**config.mk**
```make
export PLATFORM = sky130hd
export DESIGN_NAME = reload_timer_bank_unit
export DESIGN_NICKNAME = d
export VERILOG_FILES = /design/src/rtb_pkg.sv /design/src/rtb_mem.sv /design/src/rtb_scan.sv /design/src/reload_timer_bank_unit.sv
export SDC_FILE = /design/constraint.sdc
export NUM_CORES = 2
export LEC_CHECK = 0
export BUFFER_PORTS_ARGS = -buffer_cell sky130_fd_sc_hd__buf_2
export CORE_ASPECT_RATIO = 2
export CORE_MARGIN = 3
export CORE_UTILIZATION = 55
export CTS_CLUSTER_DIAMETER = 40
export CTS_CLUSTER_SIZE = 8
export DETAILED_ROUTE_END_ITERATION = 10
export PLACE_DENSITY_LB_ADDON = 0.2
export SETUP_SLACK_MARGIN = 0.15
export SLEW_MARGIN = 10
export SYNTH_ARGS = -nofsm -noshare
export SYNTH_HDL_FRONTEND = slang
export SYNTH_SLANG_ARGS = --single-unit
```
**constraint.sdc**
```tcl
create_clock -name clk -period 8.89 [get_ports clk]
set_input_delay 0.889 -clock clk [delete_from_list [all_inputs] [get_ports clk]]
set_output_delay 0.889 -clock clk [all_outputs]
set_load 0.005 [all_outputs]
```
**src/rtb_pkg.sv**
```systemverilog
// rtb_pkg: shared constants, codes and types of the reload timer bank
// used by rtb_mem, rtb_scan and reload_timer_bank_unit; no dependencies
`timescale 1ns / 1ps
`default_nettype none

package rtb_pkg;

    // bank size; only the first sixteen can be addressed or scanned
    localparam int NUM_TIMERS = 16;
    localparam int SCAN_LIMIT = 16;
    localparam int DEPTH      = (NUM_TIMERS < SCAN_LIMIT) ? NUM_TIMERS : SCAN_LIMIT;
    localparam int ADDR_W     = (DEPTH > 1) ? $clog2(DEPTH) : 1;

    localparam int IDX_W      = 4;   // timer_index / expired_index
    localparam int OP_W       = 2;
    localparam int CNT_W      = 5;   // timers_in_use
    localparam int DATA_W     = 32;  // counts
    localparam int S_TDATA_W  = 72;
    localparam int M_TDATA_W  = 8;

    localparam logic [OP_W-1:0] OP_TICK   = 2'd0;
    localparam logic [OP_W-1:0] OP_ARM    = 2'd1;
    localparam logic [OP_W-1:0] OP_DISARM = 2'd2;

    typedef enum logic [2:0] {
        ST_IDLE  = 3'b001,
        ST_EVAL  = 3'b010,
        ST_FLUSH = 3'b100
    } scan_state_t;

    typedef struct packed {
        logic              rd_en;
        logic [ADDR_W-1:0] rd_addr;
        logic              cnt_we;
        logic              rld_we;
        logic [ADDR_W-1:0] wr_addr;
        logic [DATA_W-1:0] cnt_wdata;
        logic [DATA_W-1:0] rld_wdata;
    } mem_req_t;

    typedef struct packed {
        logic busy;
        logic pend_vld;
    } scan_status_t;

endpackage

`default_nettype wire

```
**src/rtb_mem.sv**
```systemverilog
// rtb_mem: remaining-count and reload-count stores, one read port and one write port
// each, registered read data; depends on rtb_pkg
`timescale 1ns / 1ps
`default_nettype none

module rtb_mem (
    input  wire logic                      clk,
    input  wire logic                      rst_n,
    input  wire rtb_pkg::mem_req_t         req,
    output logic [rtb_pkg::DATA_W-1:0]     cnt_rdata,
    output logic [rtb_pkg::DATA_W-1:0]     rld_rdata
);

    logic [rtb_pkg::DATA_W-1:0] cnt_mem [rtb_pkg::DEPTH];
    logic [rtb_pkg::DATA_W-1:0] rld_mem [rtb_pkg::DEPTH];
    logic [rtb_pkg::DEPTH-1:0]  cnt_vld_reg;
    logic [rtb_pkg::DEPTH-1:0]  rld_vld_reg;
    logic [rtb_pkg::DATA_W-1:0] cnt_rd_reg;
    logic [rtb_pkg::DATA_W-1:0] rld_rd_reg;
    logic                       cnt_rd_vld_reg;
    logic                       rld_rd_vld_reg;

    always_ff @(posedge clk)
    begin
        if (req.cnt_we)
        begin
            cnt_mem[req.wr_addr] <= req.cnt_wdata;
        end
        if (req.rld_we)
        begin
            rld_mem[req.wr_addr] <= req.rld_wdata;
        end
        if (req.rd_en)
        begin
            cnt_rd_reg <= cnt_mem[req.rd_addr];
            rld_rd_reg <= rld_mem[req.rd_addr];
        end
    end

    // entries never written read as zero
    always_ff @(posedge clk or negedge rst_n)
    begin
        if (!rst_n)
        begin
            cnt_vld_reg    <= '0;
            rld_vld_reg    <= '0;
            cnt_rd_vld_reg <= 1'b0;
            rld_rd_vld_reg <= 1'b0;
        end
        else
        begin
            if (req.cnt_we)
            begin
                cnt_vld_reg[req.wr_addr] <= 1'b1;
            end
            if (req.rld_we)
            begin
                rld_vld_reg[req.wr_addr] <= 1'b1;
            end
            if (req.rd_en)
            begin
                cnt_rd_vld_reg <= cnt_vld_reg[req.rd_addr];
                rld_rd_vld_reg <= rld_vld_reg[req.rd_addr];
            end
        end
    end

    assign cnt_rdata = cnt_rd_vld_reg ? cnt_rd_reg : '0;
    assign rld_rdata = rld_rd_vld_reg ? rld_rd_reg : '0;

endmodule

`default_nettype wire

```
**src/rtb_scan.sv**
```systemverilog
// rtb_scan: request decode, tick scan sequencer and result register
// drives rtb_mem through a mem_req_t; depends on rtb_pkg
`timescale 1ns / 1ps
`default_nettype none

module rtb_scan (
    input  wire logic                         clk,
    input  wire logic                         rst_n,
    input  wire logic [rtb_pkg::CNT_W-1:0]    timers_in_use,
    input  wire logic                         s_axis_tvalid,
    output logic                              s_axis_tready,
    input  wire logic [rtb_pkg::S_TDATA_W-1:0] s_axis_tdata,
    input  wire logic [rtb_pkg::OP_W-1:0]     s_axis_tuser,
    output logic                              m_axis_tvalid,
    input  wire logic                         m_axis_tready,
    output logic [rtb_pkg::M_TDATA_W-1:0]     m_axis_tdata,
    output logic                              m_axis_tlast,
    output rtb_pkg::mem_req_t                 mem_req,
    input  wire logic [rtb_pkg::DATA_W-1:0]   cnt_rdata,
    input  wire logic [rtb_pkg::DATA_W-1:0]   rld_rdata,
    output rtb_pkg::scan_status_t             status
);

    rtb_pkg::scan_state_t              state_reg, state_next;
    logic [rtb_pkg::ADDR_W-1:0]        ptr_reg, ptr_next;
    logic [rtb_pkg::CNT_W-1:0]         len_reg, len_next;
    logic                              pend_vld_reg, pend_vld_next;
    logic [rtb_pkg::ADDR_W-1:0]        pend_idx_reg, pend_idx_next;
    logic                              out_vld_reg, out_vld_next;
    logic [rtb_pkg::IDX_W-1:0]         out_idx_reg, out_idx_next;
    logic                              out_last_reg, out_last_next;

    logic [rtb_pkg::IDX_W-1:0]         in_idx;
    logic [rtb_pkg::DATA_W-1:0]        in_timeout;
    logic [rtb_pkg::DATA_W-1:0]        in_reload;
    logic                              in_fire;
    logic                              in_range;
    logic [rtb_pkg::CNT_W-1:0]         scan_len;
    logic                              out_free;
    logic                              hit;
    logic                              expire;
    logic                              stall;
    logic                              last_entry;
    logic [rtb_pkg::DATA_W-1:0]        dec;

    assign in_idx     = s_axis_tdata[3:0];
    assign in_timeout = s_axis_tdata[35:4];
    assign in_reload  = s_axis_tdata[67:36];
    assign in_fire    = s_axis_tvalid && s_axis_tready;
    assign in_range   = (32'(in_idx) < 32'(rtb_pkg::NUM_TIMERS));
    assign scan_len   = (32'(timers_in_use) > 32'(rtb_pkg::DEPTH))
                        ? rtb_pkg::CNT_W'(rtb_pkg::DEPTH) : timers_in_use;

    assign out_free   = !out_vld_reg || m_axis_tready;
    assign hit        = (cnt_rdata != '0);
    assign dec        = cnt_rdata - 32'd1;
    assign expire     = hit && (dec == '0);
    // a second expiry cannot displace the held one until the result register frees
    assign stall      = expire && pend_vld_reg && !out_free;
    assign last_entry = ((rtb_pkg::CNT_W'(ptr_reg) + rtb_pkg::CNT_W'(1)) == len_reg);

    always_comb
    begin
        state_next    = state_reg;
        ptr_next      = ptr_reg;
        len_next      = len_reg;
        pend_vld_next = pend_vld_reg;
        pend_idx_next = pend_idx_reg;
        out_vld_next  = out_vld_reg && !m_axis_tready;
        out_idx_next  = out_idx_reg;
        out_last_next = out_last_reg;
        mem_req           = '0;
        mem_req.wr_addr   = in_idx[rtb_pkg::ADDR_W-1:0];
        mem_req.cnt_wdata = in_timeout;
        mem_req.rld_wdata = in_reload;

        unique case (state_reg)
            rtb_pkg::ST_IDLE:
            begin
                if (in_fire)
                begin
                    unique case (s_axis_tuser)
                        rtb_pkg::OP_TICK:
                        begin
                            if (scan_len != '0)
                            begin
                                mem_req.rd_en   = 1'b1;
                                mem_req.rd_addr = '0;
                                ptr_next        = '0;
                                len_next        = scan_len;
                                state_next      = rtb_pkg::ST_EVAL;
                            end
                        end
                        rtb_pkg::OP_ARM:
                        begin
                            mem_req.cnt_we = in_range;
                            mem_req.rld_we = in_range;
                        end
                        rtb_pkg::OP_DISARM:
                        begin
                            mem_req.cnt_we    = in_range;
                            mem_req.cnt_wdata = '0;
                        end
                        default:
                        begin
                        end
                    endcase
                end
            end
            rtb_pkg::ST_EVAL:
            begin
                if (!stall)
                begin
                    mem_req.wr_addr   = ptr_reg;
                    mem_req.cnt_we    = hit;
                    mem_req.cnt_wdata = expire ? rld_rdata : dec;
                    if (expire)
                    begin
                        if (pend_vld_reg)
                        begin
                            out_vld_next  = 1'b1;
                            out_idx_next  = rtb_pkg::IDX_W'(pend_idx_reg);
                            out_last_next = 1'b0;
                        end
                        pend_vld_next = 1'b1;
                        pend_idx_next = ptr_reg;
                    end
                    if (last_entry)
                    begin
                        state_next = rtb_pkg::ST_FLUSH;
                    end
                    else
                    begin
                        ptr_next        = ptr_reg + rtb_pkg::ADDR_W'(1);
                        mem_req.rd_en   = 1'b1;
                        mem_req.rd_addr = ptr_reg + rtb_pkg::ADDR_W'(1);
                    end
                end
            end
            rtb_pkg::ST_FLUSH:
            begin
                if (!pend_vld_reg)
                begin
                    state_next = rtb_pkg::ST_IDLE;
                end
                else if (out_free)
                begin
                    out_vld_next  = 1'b1;
                    out_idx_next  = rtb_pkg::IDX_W'(pend_idx_reg);
                    out_last_next = 1'b1;
                    pend_vld_next = 1'b0;
                    state_next    = rtb_pkg::ST_IDLE;
                end
            end
            default:
            begin
                state_next = rtb_pkg::ST_IDLE;
            end
        endcase
    end

    always_ff @(posedge clk or negedge rst_n)
    begin
        if (!rst_n)
        begin
            state_reg    <= rtb_pkg::ST_IDLE;
            pend_vld_reg <= 1'b0;
            out_vld_reg  <= 1'b0;
        end
        else
        begin
            state_reg    <= state_next;
            pend_vld_reg <= pend_vld_next;
            out_vld_reg  <= out_vld_next;
        end
    end

    always_ff @(posedge clk)
    begin
        ptr_reg      <= ptr_next;
        len_reg      <= len_next;
        pend_idx_reg <= pend_idx_next;
        out_idx_reg  <= out_idx_next;
        out_last_reg <= out_last_next;
    end

    assign s_axis_tready   = (state_reg == rtb_pkg::ST_IDLE);
    assign m_axis_tvalid   = out_vld_reg;
    assign m_axis_tdata    = rtb_pkg::M_TDATA_W'(out_idx_reg);
    assign m_axis_tlast    = out_last_reg;
    assign status.busy     = (state_reg != rtb_pkg::ST_IDLE);
    assign status.pend_vld = pend_vld_reg;

endmodule

`default_nettype wire

```
**src/reload_timer_bank_unit.sv**
```systemverilog
// reload_timer_bank_unit: top level of the reload timer bank
// holds the timers_in_use register, instantiates rtb_mem and rtb_scan; uses rtb_pkg
`timescale 1ns / 1ps
`default_nettype none

// usage
//   s_axis: one request per handshake; tuser carries the opcode (tick, arm, disarm),
//     tdata carries timer_index, timeout_value and reload_value
//   m_axis: one result per expired timer, lowest index first; tlast marks the
//     final expiry of a tick, and a tick with no expiry gives no result
//   cfg_wr_en / cfg_wr_data: write timers_in_use, only while the bank is idle
// timing
//   arm, disarm and unused opcodes do not leave idle; s_axis_tready is high again next
//   a tick scans the timers in index order: the sequencer does one read-modify-write
//   of the count store per cycle while not stalled, reading entry i+1 while writing
//   entry i, so the memory port sets the pace
//   the first result of a tick appears once a second expiry is found or the scan
//   ends, since the last-expiry flag is only known then
// stalls
//   a result waits in an output register while m_axis_tready is low; the scan
//   halts only when a further expiry needs that register, and nothing is lost
// reset
//   asynchronous, active low; all counts and reloads read as zero (per-entry valid
//   flags), timers_in_use returns to zero, no scan or result is outstanding

module reload_timer_bank_unit (
    input  wire logic                           clk,
    input  wire logic                           rst_n,
    // configuration: timers_in_use
    input  wire logic                           cfg_wr_en,
    input  wire logic [rtb_pkg::CNT_W-1:0]      cfg_wr_data,
    // request channel
    input  wire logic                           s_axis_tvalid,
    output logic                                s_axis_tready,
    // timer_index [3:0], timeout_value [35:4], reload_value [67:36], zero [71:68]
    input  wire logic [rtb_pkg::S_TDATA_W-1:0]  s_axis_tdata,
    // opcode [1:0]
    input  wire logic [rtb_pkg::OP_W-1:0]       s_axis_tuser,
    // result channel
    output logic                                m_axis_tvalid,
    input  wire logic                           m_axis_tready,
    // expired_index [3:0], zero [7:4]
    output logic [rtb_pkg::M_TDATA_W-1:0]       m_axis_tdata,
    // last_expiry
    output logic                                m_axis_tlast
);

    logic [rtb_pkg::CNT_W-1:0]  timers_in_use_reg;
    rtb_pkg::mem_req_t          mem_req;
    rtb_pkg::scan_status_t      status;
    logic [rtb_pkg::DATA_W-1:0] cnt_rdata;
    logic [rtb_pkg::DATA_W-1:0] rld_rdata;

    // scan length register
    always_ff @(posedge clk or negedge rst_n)
    begin
        if (!rst_n)
        begin
            timers_in_use_reg <= '0;
        end
        else if (cfg_wr_en)
        begin
            timers_in_use_reg <= cfg_wr_data;
        end
    end

    // count and reload stores
    rtb_mem u_mem (
        .clk       (clk),
        .rst_n     (rst_n),
        .req       (mem_req),
        .cnt_rdata (cnt_rdata),
        .rld_rdata (rld_rdata)
    );

    // decode, scan sequencer and result register
    rtb_scan u_scan (
        .clk           (clk),
        .rst_n         (rst_n),
        .timers_in_use (timers_in_use_reg),
        .s_axis_tvalid (s_axis_tvalid),
        .s_axis_tready (s_axis_tready),
        .s_axis_tdata  (s_axis_tdata),
        .s_axis_tuser  (s_axis_tuser),
        .m_axis_tvalid (m_axis_tvalid),
        .m_axis_tready (m_axis_tready),
        .m_axis_tdata  (m_axis_tdata),
        .m_axis_tlast  (m_axis_tlast),
        .mem_req       (mem_req),
        .cnt_rdata     (cnt_rdata),
        .rld_rdata     (rld_rdata),
        .status        (status)
    );

    // an arm, disarm or unused request leaves the bank ready on the next cycle
    a_short_request: assert property (@(posedge clk) disable iff (!rst_n)
        (s_axis_tvalid && s_axis_tready && (s_axis_tuser != rtb_pkg::OP_TICK))
        |=> s_axis_tready)
        else $error("bank not ready after a non-tick request");

    // no expiry may be held back once the bank takes new requests
    a_idle_no_pending: assert property (@(posedge clk) disable iff (!rst_n)
        s_axis_tready |-> !status.pend_vld)
        else $error("pending expiry left behind at end of tick");

    // a result not flagged last always has a later expiry held behind it
    a_not_last_has_more: assert property (@(posedge clk) disable iff (!rst_n)
        (m_axis_tvalid && !m_axis_tlast) |-> status.pend_vld)
        else $error("non-final expiry with no further expiry held");

    // the scan length only changes while no tick is being scanned
    a_cfg_while_idle: assert property (@(posedge clk) disable iff (!rst_n)
        cfg_wr_en |-> !status.busy)
        else $error("timers_in_use written during a tick");

endmodule

`default_nettype wire
```
# Word level (Yosys, flattened, before mapping)
# Memories as Yosys holds them, arrays and structs flattened. A register that Yosys moved wholly into a read port is not among the register bits.
# Cells that the tools add are included.
# totals
ff_bits	62
latchBits	0
ramBits	1024
romBits	0
inputBits	84
out_inout_bits	11
word_cells	130
mem_count	2
# op_classes
n_addsub	3
multipliers	0
n_div	0
order_cmp	4
eq_ne	17
shifts	0
n_mux	65
bitwise_logic	3
reduce_logical	23
# memory_table
name	depth	word_bits	read_ports	rd_ports_with_merged_regs	wr	line_no	text
u_mem.cnt_mem	16	32	1	1	1	rtb_mem.sv:14	logic [rtb_pkg::DATA_W-1:0] cnt_mem [rtb_pkg::DEPTH];
u_mem.rld_mem	16	32	1	1	1	rtb_mem.sv:15	logic [rtb_pkg::DATA_W-1:0] rld_mem [rtb_pkg::DEPTH];
# ops
op	n
$mux 32	5
$pmux 32 s2	1
$mux 4	11
$mux 36	1
$logic_not 32->1	1
$or 16x16->16	2
$reduce_bool 32->1	1
$sub 32x1->32 const B	1
$mux 1	24
$mux 3	7
$mux 5	4
$reduce_and 6->1	3
$pmux 4 s2	2
$pmux 6 s2	1
$lt 4x5->1 const B	2
$ne 2x1->1 const B	5
$ne 2x2->1 const B	5
$pmux 3 s3	1
$bmux 1 s4	2
$mux 7	1
$logic_and 1x1->1	6
$mux 6	1
$pmux 1 s2	3
$reduce_and 3->1	2
20 further kinds	23

# Depth between registers and ports, before layout
# depth
ltp_word	13
depth_mapped	21
depth_no_buf	12

# Cells and area by module
# From an unflattened synthesis, not the netlist that was laid out.
# hier_totals
cells_unflattened	2065
area_unflattened_um2	45645.0
# modules_own_cells
mod	n_inst	cells_per_inst	area_per_inst_um2	seq_area_each_um2
rtb_mem	1	1682	42440.7	33522.2
rtb_scan	1	373	3022.9	666.9
reload_timer_bank_unit	1	10	181.4	125.1

# Least setup slack after synthesis
# Ideal clock, no wire load.
# synth_timing
path_kind	register to register
from	register u_mem.cnt_rd_vld_reg
to	memory u_mem.cnt_mem[14][0] in the netlist's numbering (enable)
setup_ns	0.468
t_arrival_ns	6.748
required_time_ns	8.422
setup_slack_ns	1.674
stages_incl_launch_ff	18
path_buffers	6
synth_period_minus_slack_ns	7.216
cell_sequence	dfrtp_1 > clkbuf_1 > clkbuf_1 > clkbuf_1 > clkbuf_1 > buf_1 > nand2_1 > ha_1 > and2_1 > a221o_1 > or4_1 > nor4_2 > nand4_2 > o21ai_1 > buf_4 > mux2i_1 > inv_1 > nor3b_1
# synth_via
elab_chain_cells	10
elab_cells_between_ends	13
cone_classes	add/sub (1); mux (7); reduce/logical (5)
# synth_lines
element	line_no	text
start: declaration	rtb_mem.sv:20	logic cnt_rd_vld_reg;
start signal: assignment	rtb_mem.sv:62	cnt_rd_vld_reg <= cnt_vld_reg[req.rd_addr];
$mux 32 *	rtb_mem.sv:68	assign cnt_rdata = cnt_rd_vld_reg ? cnt_rd_reg : '0;
$sub 32x1->32	rtb_scan.sv:56	assign dec = cnt_rdata - 32'd1;
$logic_not 32->1	rtb_scan.sv:57	assign expire = hit && (dec == '0);
$logic_and 1x1->1	rtb_scan.sv:57	
$logic_and 1x1->1 (2 in series)	rtb_scan.sv:59	assign stall = expire && pend_vld_reg && !out_free;
$mux 6	rtb_scan.sv:112	if (!stall)
$pmux 6 s2	rtb_scan.sv:77	unique case (state_reg)
$mux 1	rtb_mem.sv:25	if (req.cnt_we)
$mux 1 (not written as such)	rtb_mem.sv:27	cnt_mem[req.wr_addr] <= req.cnt_wdata;
end: declaration	rtb_mem.sv:14	
# Every way passes the cells marked *; elsewhere a longest branch is shown, timed or not.

# Worst setup path in the final report
# layout_timing
from	register u_mem.cnt_rd_vld_reg
to	memory u_mem.cnt_mem[6][26] in the netlist's numbering (enable)
# The elaborated chain is that of the path after synthesis.

==> metrics.yaml <==
run_status:
  outcome: "complete, no violations"
synthesis:
  synth_largest_area_cell: "edfxtp_1"
  synth_area_um2: 46300
  yosysUniqueCellTypes: 79
  async_flop_share_pct: 3.83
  synth_edf_count: 1106
  yosysSeqAreaShare_pct: 74.0
  ys_ff_latch: 1150
  synthCells: 3036
  synth_ff_type: "edfxtp_1"
  yosys_warnings: 0
  avgSynthCellArea_um2: 15.3
  yosysTopAreaCellShare_pct: 71.7
  synth.area.top_cells: "edfxtp_1 72%, o22ai_1 3.5%, mux2_2 3.3%, nor2_1 3.1%, dfrtp_1 2.3%"
die:
  die_area_um2: 88000
  fp.dieW_um: 211
  io-pin-count: 95
  core_area_um2: 83500
  std_cell_rows: 150
  die_y_um: 417
  initial_utilization_pct: 55.5
route:
  routed-via-count: 29300
  postRouteWirelength_um: 136000
  first_iter_violations: 3180
  wl_per_cell_um: 32.0
  firstDrtPassIters: 5
  viasPerCell: 6.89
  postRouteAntennaNets: 0
  drc: 0
timing:
  rsz0062_at_grt: "false"
  setup_tns_ns: 0
  post-route-period-util_pct: 73.6
  relSlewSlack_pct: 19.5
  max_freq_mhz: 153
  finalClockSkew_ns: 0.0268
  drv_slew: 0
  worst_pin_slew_ns: 1.20
  timing.hold.ws_ns: 0.312
  layout_setup_ws_ns: 2.35
  fin_crit_ns: 6.54
  setup_viol: 0
  finalHoldViolations: 0
hold_path:
  hold_path.class: "primary input to asynchronous set/reset pin"
clock_tree:
  cts.sinks: 1150
  cts_tree: "built"
  cts_buffer_depth: 3
  clk_pin_slew_ns: 0.05
  htreeDepth: 4
  numCtsBuffers: 162
  clock-root-buffer: "clkbuf_16"
  postCtsSetupRepairBufs: 0
  ctsHoldBuffers: 0
  cts_resized: 0
  clock_latency_ns: 0.75
cells_and_area:
  final_cells: 4246
  fin_area_um2: 52500
  syn2layout_area_growth_pct: 13.3
  layout-drive-gt1-share_pct: 17.9
  final_nets: 3225
  reg_top3: "u_mem.cnt_mem x512, u_mem.rld_mem x512"
placed_design:
  hpwl_um: 76400
  dp_cells: 4035
  dp_slack_ns: 2.47
  place.gp.congestion: 0.958
  post_dp_cell_area_um2: 48100
  io_buffers: 86
grt:
  grt_first_pass_wirelength_um: 197000
  grt.overflow.total: 0
  grt_max_degree: 173
  track_usage_pct: 30.9
  grt_pass1_vias: 30300
  antenna_found_initial: 5
setup_path:
  setup.worst_path.class: "flip-flop to flip-flop"
  crit_required_ns: 9.30
  worstSetupEndpointType: "flip-flop"
  start_kind: "flip-flop"
  cp_max_fo: 33
  r2r_slack_ns: 2.35
  critPathArrivalTime_ns: 6.95
job:
  maxCapViolCount: 0
power_and_ir_drop:
  peakVddDrop_uv: 178
  power_density_nw_per_um2: 233
  leakagePower_nw: 16.9
-- cells by family (layout without fill, tap and decap cells) --
kind of cell | Yosys count | count (layout) | share of synthesized area [%]
and+or+nand+nor | 643 | 643 | 6.06
other | 1 | 6 | 0.00809
adders and majority gates | 6 | 6 | 0.162
AOI/OAI and AO/OA | 837 | 837 | 13.5
buffers and inverters | 233 | 374 | 2.29
DFF | 1150 | 1150 | 74.0
muxes | 147 | 147 | 3.63
xor gates and xnor gates | 19 | 19 | 0.359
-- area by class of cell --
cell class	instances	area (um^2)
flip-flops and latches	1150	34300
well taps	1064	1330
clock buffers	191	4160
repair buffers	158	1070
multi-input cells	1656	11300
inverters	7	26.3
fillers	5863	31000
diodes	2	5.00
clock inverters	18	268
-- metal layers --
metal  vias to the layer above  wire length (um)  GRT usage [%]
met4                         6              9760           20.0
met1                     14900             46100           34.4
met3                       489              9430           5.43
met5                         -                45              0
met2                      1643             70700           54.2
li1                      12300                 -              -
-- report_power, final --
group          total, W  internal, W  switching (W)
logic          0.000656     0.000198       0.000458
registers       0.00612      0.00606      0.0000607
clock network   0.00544      0.00327        0.00217
-- worst max-delay path: stages (launching register included) --
cell      delay (ns)
dfrtp_1         0.62
nand2_1         0.20
ha_1            0.85
a21boi_1        0.61
a21oi_1         0.30
a211o_1         0.40
nor4_2          0.22
nand4_2         0.36
o21ai_4         0.43
buf_4           0.50
a31oi_4         0.37
nor2_4          0.85
buf_4           0.42
-- stage by stage --
step,util (%),total power [W]
floorplan,-,0.00657
global placement,57.6,0.00684
detailed placement,57.6,0.00686
CTS,62.9,0.0123
global route,62.9,0.0125
finish,62.9,0.0122
-- cell usage after synthesis (4+ instances only) --
cell type and number:
nor2b_1 8, nor2_1 381, buf_2 55, buf_1 11, xnor2_1 8, xor2_1 11
a21oi_1 42, nand3b_1 6, a31oi_1 7, o311a_1 4, and2_1 7, or2_2 5
or3_1 8, buf_6 8, mux2_2 137, o21bai_1 32, ha_1 6, o211ai_1 67
o21ai_0 24, and3_1 4, or4_1 6, nand4_1 5, edfxtp_1 1106, o22a_1 63
o221ai_1 5, inv_1 7, a211oi_1 74, nand2b_1 14, nor3_1 16, nand3_1 8
and4_1 4, mux2i_1 7, o31ai_1 68, nand2_1 138, o22ai_1 259, o41ai_1 41
o32ai_1 64, o21ai_1 31, dfrtp_1 43, o41ai_2 25, nor4_1 11, buf_4 16
nor3b_1 7, clkbuf_1 136
-- cells in the final DEF (no fill, tap or decap), types with 67 or more instances in the layout --
| cell type | instances |
|---|---|
| o22ai_1 | 259 |
| buf_2 | 86 |
| nor2_1 | 350 |
| o211ai_1 | 67 |
| o31ai_1 | 68 |
| nand2_1 | 137 |
| edfxtp_1 | 1106 |
| a211oi_1 | 74 |
| clkbuf_16 | 162 |
| mux2_2 | 137 |
-- path summary, 6_finish.rpt --
path / from / endpoint / cells after the start
worst min-delay path: rst_n / timers_in_use_reg[0] / 1
max in group asynchronous: rst_n / u_scan.state_reg[2] / 1
min in group clk: cfg_wr_data[0] / timers_in_use_reg[0] / 2
worst min register to register: u_scan.pend_idx_reg[2] / u_scan.out_idx_reg[2] / 0
worst max-delay path: u_mem.cnt_rd_vld_reg / u_mem.cnt_mem[6][26] / 12
worst max register to register: u_mem.cnt_rd_vld_reg / u_mem.cnt_mem[6][26] / 12
Power figures use the tool's default switching activity.
